$ cat src/vap_ram.sv
// Generic single-port RAM with registered read.
`default_nettype none
module vap_ram #(
	parameter int WIDTH = 8,
	parameter int DEPTH = 16
) (
	input  wire logic                     clk,
	input  wire logic                     we,
	input  wire logic [$clog2(DEPTH)-1:0] addr,
	input  wire logic [WIDTH-1:0]         wdata,
	output logic      [WIDTH-1:0]         rdata
);
	logic [WIDTH-1:0] mem [DEPTH];

	always_ff @(posedge clk) begin
		if (we) begin
			mem[addr] <= wdata;
		end
		rdata <= mem[addr];
	end
endmodule
`default_nettype wire

$ cat config.mk
export PLATFORM = sky130hd
export DESIGN_NAME = vap_ram
export DESIGN_NICKNAME = d
export VERILOG_FILES = /design/src/vap_ram.sv
export SDC_FILE = /design/constraint.sdc
export NUM_CORES = 1
export LEC_CHECK = 0
export ABC_AREA = 1
export BUFFER_PORTS_ARGS = -buffer_cell sky130_fd_sc_hd__buf_4
export CAP_MARGIN = 20
export CORE_MARGIN = 2
export CORE_UTILIZATION = 55
export CTS_BUF_LIST = sky130_fd_sc_hd__clkbuf_8
export DETAILED_ROUTE_END_ITERATION = 16
export PLACE_DENSITY = 0.72
export SYNTH_ARGS = -nofsm -noshare
export SYNTH_HDL_FRONTEND = slang
export SYNTH_SLANG_ARGS = --single-unit
$ cat constraint.sdc
create_clock -name clk -period 3 [get_ports clk]
set_clock_uncertainty 0.2 [all_clocks]
set_input_delay 0 -clock clk [delete_from_list [all_inputs] [get_ports clk]]
set_output_delay 0 -clock clk [all_outputs]
set_load 0.01 [all_outputs]
==> impl_metrics.py, run 1 <==
metrics = {
    "global_routing": {
        "grt_overflow_total": 0,
        "grt.busiest_layer": "met2",
        "antenna_found_initial": 0,
        "grtUsageMet3_pct": 4.18,
        "grt_max_degree": 68,
        "grt_pass1_wl_um": 18000,
        "grt_pass1_vias": 3589,
        "use_met2_pct": 36.3,
        "grt_use_met1_pct": 28.7,
        "grt_usage_pct": 22.1,
    },
    "die": {
        "io_pins": 22,
        "start_util_pct": 57.0,
        "dieArea_um2": 11000,
        "rows": 36,
        "fp.coreArea_um2": 9820,
        "die_x_um": 105,
        "die_h_um": 105,
    },
    "critical_path": {
        "path_common_cell": "nand2_1",
        "crit_chain": "buf_4 -> inv_2 -> buf_4 -> nand2_1 -> nand2_1 -> nand2_1 -> nand2_1 -> nand2_1 -> dlygate4sd3_1 -> nand2_1 -> dlygate4sd3_1 -> inv_1 -> nand2_1",
        "cp.arrival_ns": 2.98,
        "worstSetupPathType": "input port to flop",
        "cp_slowest_cell": "dlygate4sd3_1",
        "end_kind": "flop",
        "crit_required_ns": 3.14,
        "path_buf_inv": 6,
        "cp-start-kind": "input port",
        "cp_max_fo": 67,
        "crit_family": "buffers and inverters",
        "cp_slowest_stage_delay_ns": 0.55,
    },
    "synthesis": {
        "syn_area_per_cell_um2": 10.2,
        "yosysSeqAreaShare_pct": 71.6,
        "syn-cell-area_um2": 5590,
        "synthTopCellsByArea": "edfxtp_1, nand2_1, dfxtp_1",
        "synth_cell_types": 11,
        "ys_ff_latch": 136,
        "synth.largest_area_cell": "edfxtp_1",
        "ys_warn_count": 0,
        "synth_top_area_share_pct": 68.7,
        "synth_nets": 562,
        "netlist_instances": 548,
    },
    "power_and_ir_drop": {
        "pwr_density_cell_nw_per_um2": 612,
        "vdd_drop_max_uv": 489,
        "leakage_nw": 2.72,
    },
    "cells_and_area": {
        "nets": 599,
        "seqCellArea_um2": 4000,
        "area_delta_synth_final_pct": 13.9,
        "multi_input_comb_area_um2": 1390,
        "stdcell_count": 731,
        "antennaDiodeCount": 0,
        "fillers": 785,
        "drive_above_1_share_pct": 8.86,
    },
    "drt": {
        "via_count": 3661,
        "drc_errors": 0,
        "drt_iter0_drc": 268,
        "routedWlPerCell_um": 15.4,
        "wirelength_um": 11300,
        "drtPass1Iterations": 5,
        "viasPerCell": 5.01,
        "drtAntennaViolNets": 0,
    },
    "sta": {
        "rsz0062_at_grt": "false",
        "slew_headroom_pct": 47.6,
        "min_period_ns": 2.85,
        "fmax_ghz": 0.351,
        "hold_violations": 0,
        "fin_setup_tns_ns": 0,
        "setup-violations-final": 0,
        "slew_viol_final": 0,
        "worst_pin_slew_ns": 0.783,
        "post-route-period-util_pct": 94.9,
    },
    "clock_tree": {
        "postCtsSetupBuffers": 0,
        "cts_tree": "yes",
        "cts_root_buffer": "clkbuf_8",
        "clk_latency_ns": 0.44,
        "cts.reportedPaths.clkPinSlew_ns": 0.08,
        "cts_buffers": 17,
        "clock-sinks": 136,
        "cts.htree.levels": 4,
        "cts_max_path_buffers": 2,
    },
    "place": {
        "portBuffers": 21,
        "hpwl_um": 6710,
        "gp_congestion": 0.806,
        "dp_cells": 684,
    },
    "worst_hold_path": {
        "hp-class": "input port to flop",
    },
    "status": {
        "status": "complete, no violations",
    },
    "job": {
        "maxCapViolCount": 0,
    },
}
## layer usage
layer / vias up / share of wire [%]
li1: 1820 / -
met1: 1688 / 43
met2: 132 / 49
met3: 21 / 6.5
met4: 0 / 1.9
met5: - / 0
## sequential cells by signal (all words and copies together), names as in the netlist
| name | flops |
|---|---|
| rdata | 8 |
| mem | 128 |
## power by group
group | total (mW) | internal [mW] | switching [mW]
combinational | 0.272 | 0.0895 | 0.183
clock | 1.50 | 0.807 | 0.690
sequential | 2.13 | 2.12 | 0.0109
## cell usage in the layout (no fill, tap or decap)
| master | count |
|---|---|
| nand2_1 | 346 |
| edfxtp_1 | 128 |
| buf_4 | 24 |
| inv_1 | 23 |
| nor2_1 | 18 |
| clkbuf_8 | 17 |
| dlygate4sd3_1 | 15 |
| dfxtp_1 | 8 |
| nand3_1 | 4 |
| clkinvlp_4 | 4 |
| clkinv_1 | 3 |
| bufinv_16 | 3 |
| clkinv_2 | 2 |
| clkinv_4 | 2 |
| inv_2 | 1 |
## worst reg2reg max path: cells and delay by family (launching register included)
kind / cells / cell delay (ns)
buffers and inverters: 3 / 1.16
AND/OR/NAND/NOR: 7 / 0.42
flip-flops: 1 / 0.36
## Yosys cell counts
| master | number |
|---|---|
| buf_2 | 12 |
| buf_4 | 6 |
| clkbuf_1 | 3 |
| clkinv_1 | 1 |
| dfxtp_1 | 8 |
| edfxtp_1 | 128 |
| inv_1 | 21 |
| inv_2 | 1 |
| nand2_1 | 346 |
| nand3_1 | 4 |
| nor2_1 | 18 |
## cell type report
class,count,share of cell area [%]
multi-input combinational,368,21.8
sequential,136,62.9
clock inverter,15,2.55
tap,133,2.61
timing repair buffer,39,5.19
inverter,23,1.36
clock buffer,17,3.67
## through the flow
stage	utilization [%]	hold slack (ns)	instance area [µm²]	worst slack, ns	power, mW
6_report	64.9	0.0172	6370	0.153	3.90
5_1_grt	64.9	0.0386	6370	0.0139	4.03
4_1_cts	64.9	0.00770	6370	0.282	3.91
3_5_place_dp	59.3	0.136	5820	0.806	2.43
3_3_place_gp	59.3	0.132	5820	0.798	2.43
2_1_floorplan	-	-0.101	5590	1.42	2.33
## worst paths after layout
path | end | from | depth (start not counted) | slack (ns)
hold reg to reg | rdata[3] | mem[12][3] | 8 | 0.53
hold / removal | mem[14][4] | we | 3 | 0.02
setup / recovery | rdata[6] | addr[0] | 13 | 0.15
setup reg to reg | rdata[6] | mem[1][6] | 10 | 0.76
## kinds of logic (layout without fill, tap and decap cells)
logic type | Yosys count | in the layout | share of synthesized area [%]
flip-flops | 136 | 136 | 71.6
buffers and inverters | 44 | 94 | 3.62
AND/OR/NAND/NOR | 368 | 368 | 24.8
## what timing repair did
item,4_1_cts,5_1_grt
hold endpoints to repair,136,0
hold buffers,15,0
gates resized for setup,0,0
Power figures use the tool's default switching activity.
==> run 2, diff against run 1 <==
Settings changed: ABC_AREA 1 to 0, CORE_MARGIN 2 to 5.
==> impl_metrics.py, run 2 <==
metrics = {
    "clock_tree": {
        "cts_max_path_buffers": 2,
        "clk_latency_ns": 0.42,
        "cts_buffers": 17,
        "cts.htree.levels": 4,
        "cts.reportedPaths.clkPinSlew_ns": 0.08,
        "cts_tree": "yes",
        "cts_root_buffer": "clkbuf_8",
        "clock-sinks": 136,
    },
    "die": {
        "io_pins": 22,
        "rows": 35,
        "die_h_um": 106,
        "start_util_pct": 55.6,
        "fp.coreArea_um2": 9110,
        "die_x_um": 106,
        "dieArea_um2": 11200,
    },
    "critical_path": {
        "cp.arrival_ns": 2.00,
        "cp-start-kind": "input port",
        "path_common_cell": "buf_4",
        "path_buf_inv": 3,
        "crit_family": "simple AND/OR/NAND/NOR gates",
        "end_kind": "flop",
        "crit_required_ns": 2.94,
        "cp_slowest_stage_delay_ns": 0.53,
        "cp_max_fo": 8,
        "worstSetupPathType": "input port to flop",
        "cp_slowest_cell": "dlygate4sd3_1",
        "crit_chain": "dlygate4sd3_1 -> buf_4 -> or3b_2 -> nor3_1 -> buf_4",
    },
    "drt": {
        "routedWlPerCell_um": 23.8,
        "via_count": 2397,
        "drtAntennaViolNets": 0,
        "drt_iter0_drc": 245,
        "wirelength_um": 9470,
        "drc_errors": 0,
        "viasPerCell": 6.02,
        "drtPass1Iterations": 5,
    },
    "synthesis": {
        "syn-cell-area_um2": 5070,
        "synth_nets": 244,
        "synth_common_cells": "edfxtp_1, mux4_2, a22oi_1",
        "yosysSeqAreaShare_pct": 79.0,
        "netlist_instances": 230,
        "ys_async_sr_fraction_pct": 0,
        "synth_cell_types": 18,
        "synth-edff-count": 128,
        "synthTopCellsByArea": "edfxtp_1, mux4_2, dfxtp_1",
        "synth_top_flop_cell": "edfxtp_1",
        "ys_warn_count": 0,
        "ys_ff_latch": 136,
        "synth_top_area_share_pct": 75.9,
        "synth.most_common_cell": "edfxtp_1",
        "syn_area_per_cell_um2": 22.0,
        "synth.largest_area_cell": "edfxtp_1",
    },
    "power_and_ir_drop": {
        "leakage_nw": 1.89,
        "internal-power_mw": 2.96,
        "swShare_pct": 21.8,
        "p_clk_share_pct": 37.8,
        "vdd_drop_max_uv": 554,
        "p_switching_uw": 825,
        "pwr_density_cell_nw_per_um2": 649,
        "total_power_mw": 3.78,
        "share_comb_of_total_power_pct": 5.8,
        "pwr-share-seq_pct": 56.4,
    },
    "cells_and_area": {
        "stdcell_count": 398,
        "drive_above_1_share_pct": 31.0,
        "final_cell_mix": "edfxtp_1, mux4_2, buf_4",
        "multi_input_comb_area_um2": 1000,
        "reg_top3": "mem (128), rdata (8)",
        "fillers": 601,
        "seqCellArea_um2": 4000,
        "antennaDiodeCount": 0,
        "nets": 288,
        "area_delta_synth_final_pct": 15.1,
        "largest_reg_flops": 128,
        "regMostFlops": "mem",
        "layout_commonest_cell": "edfxtp_1",
        "utilization_pct": 64.0,
    },
    "place": {
        "portBuffers": 21,
        "dp_cells": 355,
        "gp_congestion": 0.754,
        "dp_slack_ns": 0.896,
        "hpwl_um": 5770,
    },
    "worst_hold_path": {
        "hp-class": "input port to flop",
    },
    "sta": {
        "setup_ws_ns": 0.939,
        "fin_setup_tns_ns": 0,
        "rsz0062_at_grt": "false",
        "post-route-period-util_pct": 68.7,
        "min_period_ns": 2.06,
        "setup-violations-final": 0,
        "hold_violations": 0,
        "worst_pin_slew_ns": 0.783,
        "slew_viol_final": 0,
        "fmax_ghz": 0.485,
        "slew_headroom_pct": 47.6,
    },
    "status": {
        "status": "complete, no violations",
    },
    "global_routing": {
        "grt_max_degree": 40,
        "grt_pass1_vias": 2476,
        "grt_overflow_total": 0,
        "antenna_found_initial": 0,
        "grt_usage_pct": 18.6,
        "grt_pass1_wl_um": 14600,
    },
    "job": {
        "maxCapViolCount": 0,
    },
}
## run 2: worst reg2reg max path: stages (launching register included)
cell and delay, ns:
edfxtp_1 0.37, mux4_2 0.48, a22oi_1 0.20, dlygate4sd3_1 0.58, nand2_1 0.05
## run 2: kinds of logic (layout without fill, tap and decap cells)
kind of cell    count (synthesis)  in the layout  synth area share [%]
buf+inv                        11             68                  1.19
simple gates                   35             35                  3.21
mux                            32             32                  14.2
flops                         136            136                  79.0
compound gates                 16             16                  2.37
## run 2: metal layers
metal / share of wire (%) / vias up / track usage, %
li1: - / 1053 / -
met5: 0 / - / 0
met1: 42 / 1235 / 25.4
met3: 6.4 / 8 / 5.46
met4: 0.81 / 0 / 5.83
met2: 51 / 101 / 29.2
## run 2: metrics by stage
step	hold slack [ns]	instance area [µm²]
2_1_floorplan	-0.101	5070
3_3_place_gp	0.142	5330
3_5_place_dp	0.148	5330
4_1_cts	0.00854	5830
5_1_grt	0.00438	5830
6_report	0.0301	5830
## run 2: power groups by stage
stage / Clock, mW / Combinational [mW] / Sequential, mW
floorplan: 0 / 0.109 / 2.18
global placement: 0 / 0.205 / 2.18
detailed placement: 0 / 0.209 / 2.18
CTS: 1.45 / 0.221 / 2.14
global route: 1.55 / 0.235 / 2.14
finish: 1.43 / 0.219 / 2.13
## run 2: area by class of cell
type                            instances  share of cell area [%]
Timing Repair Buffer                   36                    5.11
Tap cell                              111                    2.38
Multi-Input combinational cell         83                    17.2
Clock inverter                         15                    2.64
Sequential cell                       136                    68.7
Clock buffer                           17                    4.01
## run 2: repair_timing
item / 4_1_cts / 5_1_grt
buffers inserted: 0 / 0
setup endpoints to repair: 0 / 0
hold buffers: 11 / 0
gates resized for setup: 0 / 0
hold endpoints to repair: 139 / 0
## run 2: worst paths after layout
path	from	end	slack [ns]	cells past startpoint
max reg2reg	mem[3][0]	rdata[0]	1.01	4
max	addr[2]	mem[0][3]	0.94	5
min	we	mem[11][6]	0.03	3
min reg2reg	mem[13][2]	rdata[2]	0.49	3
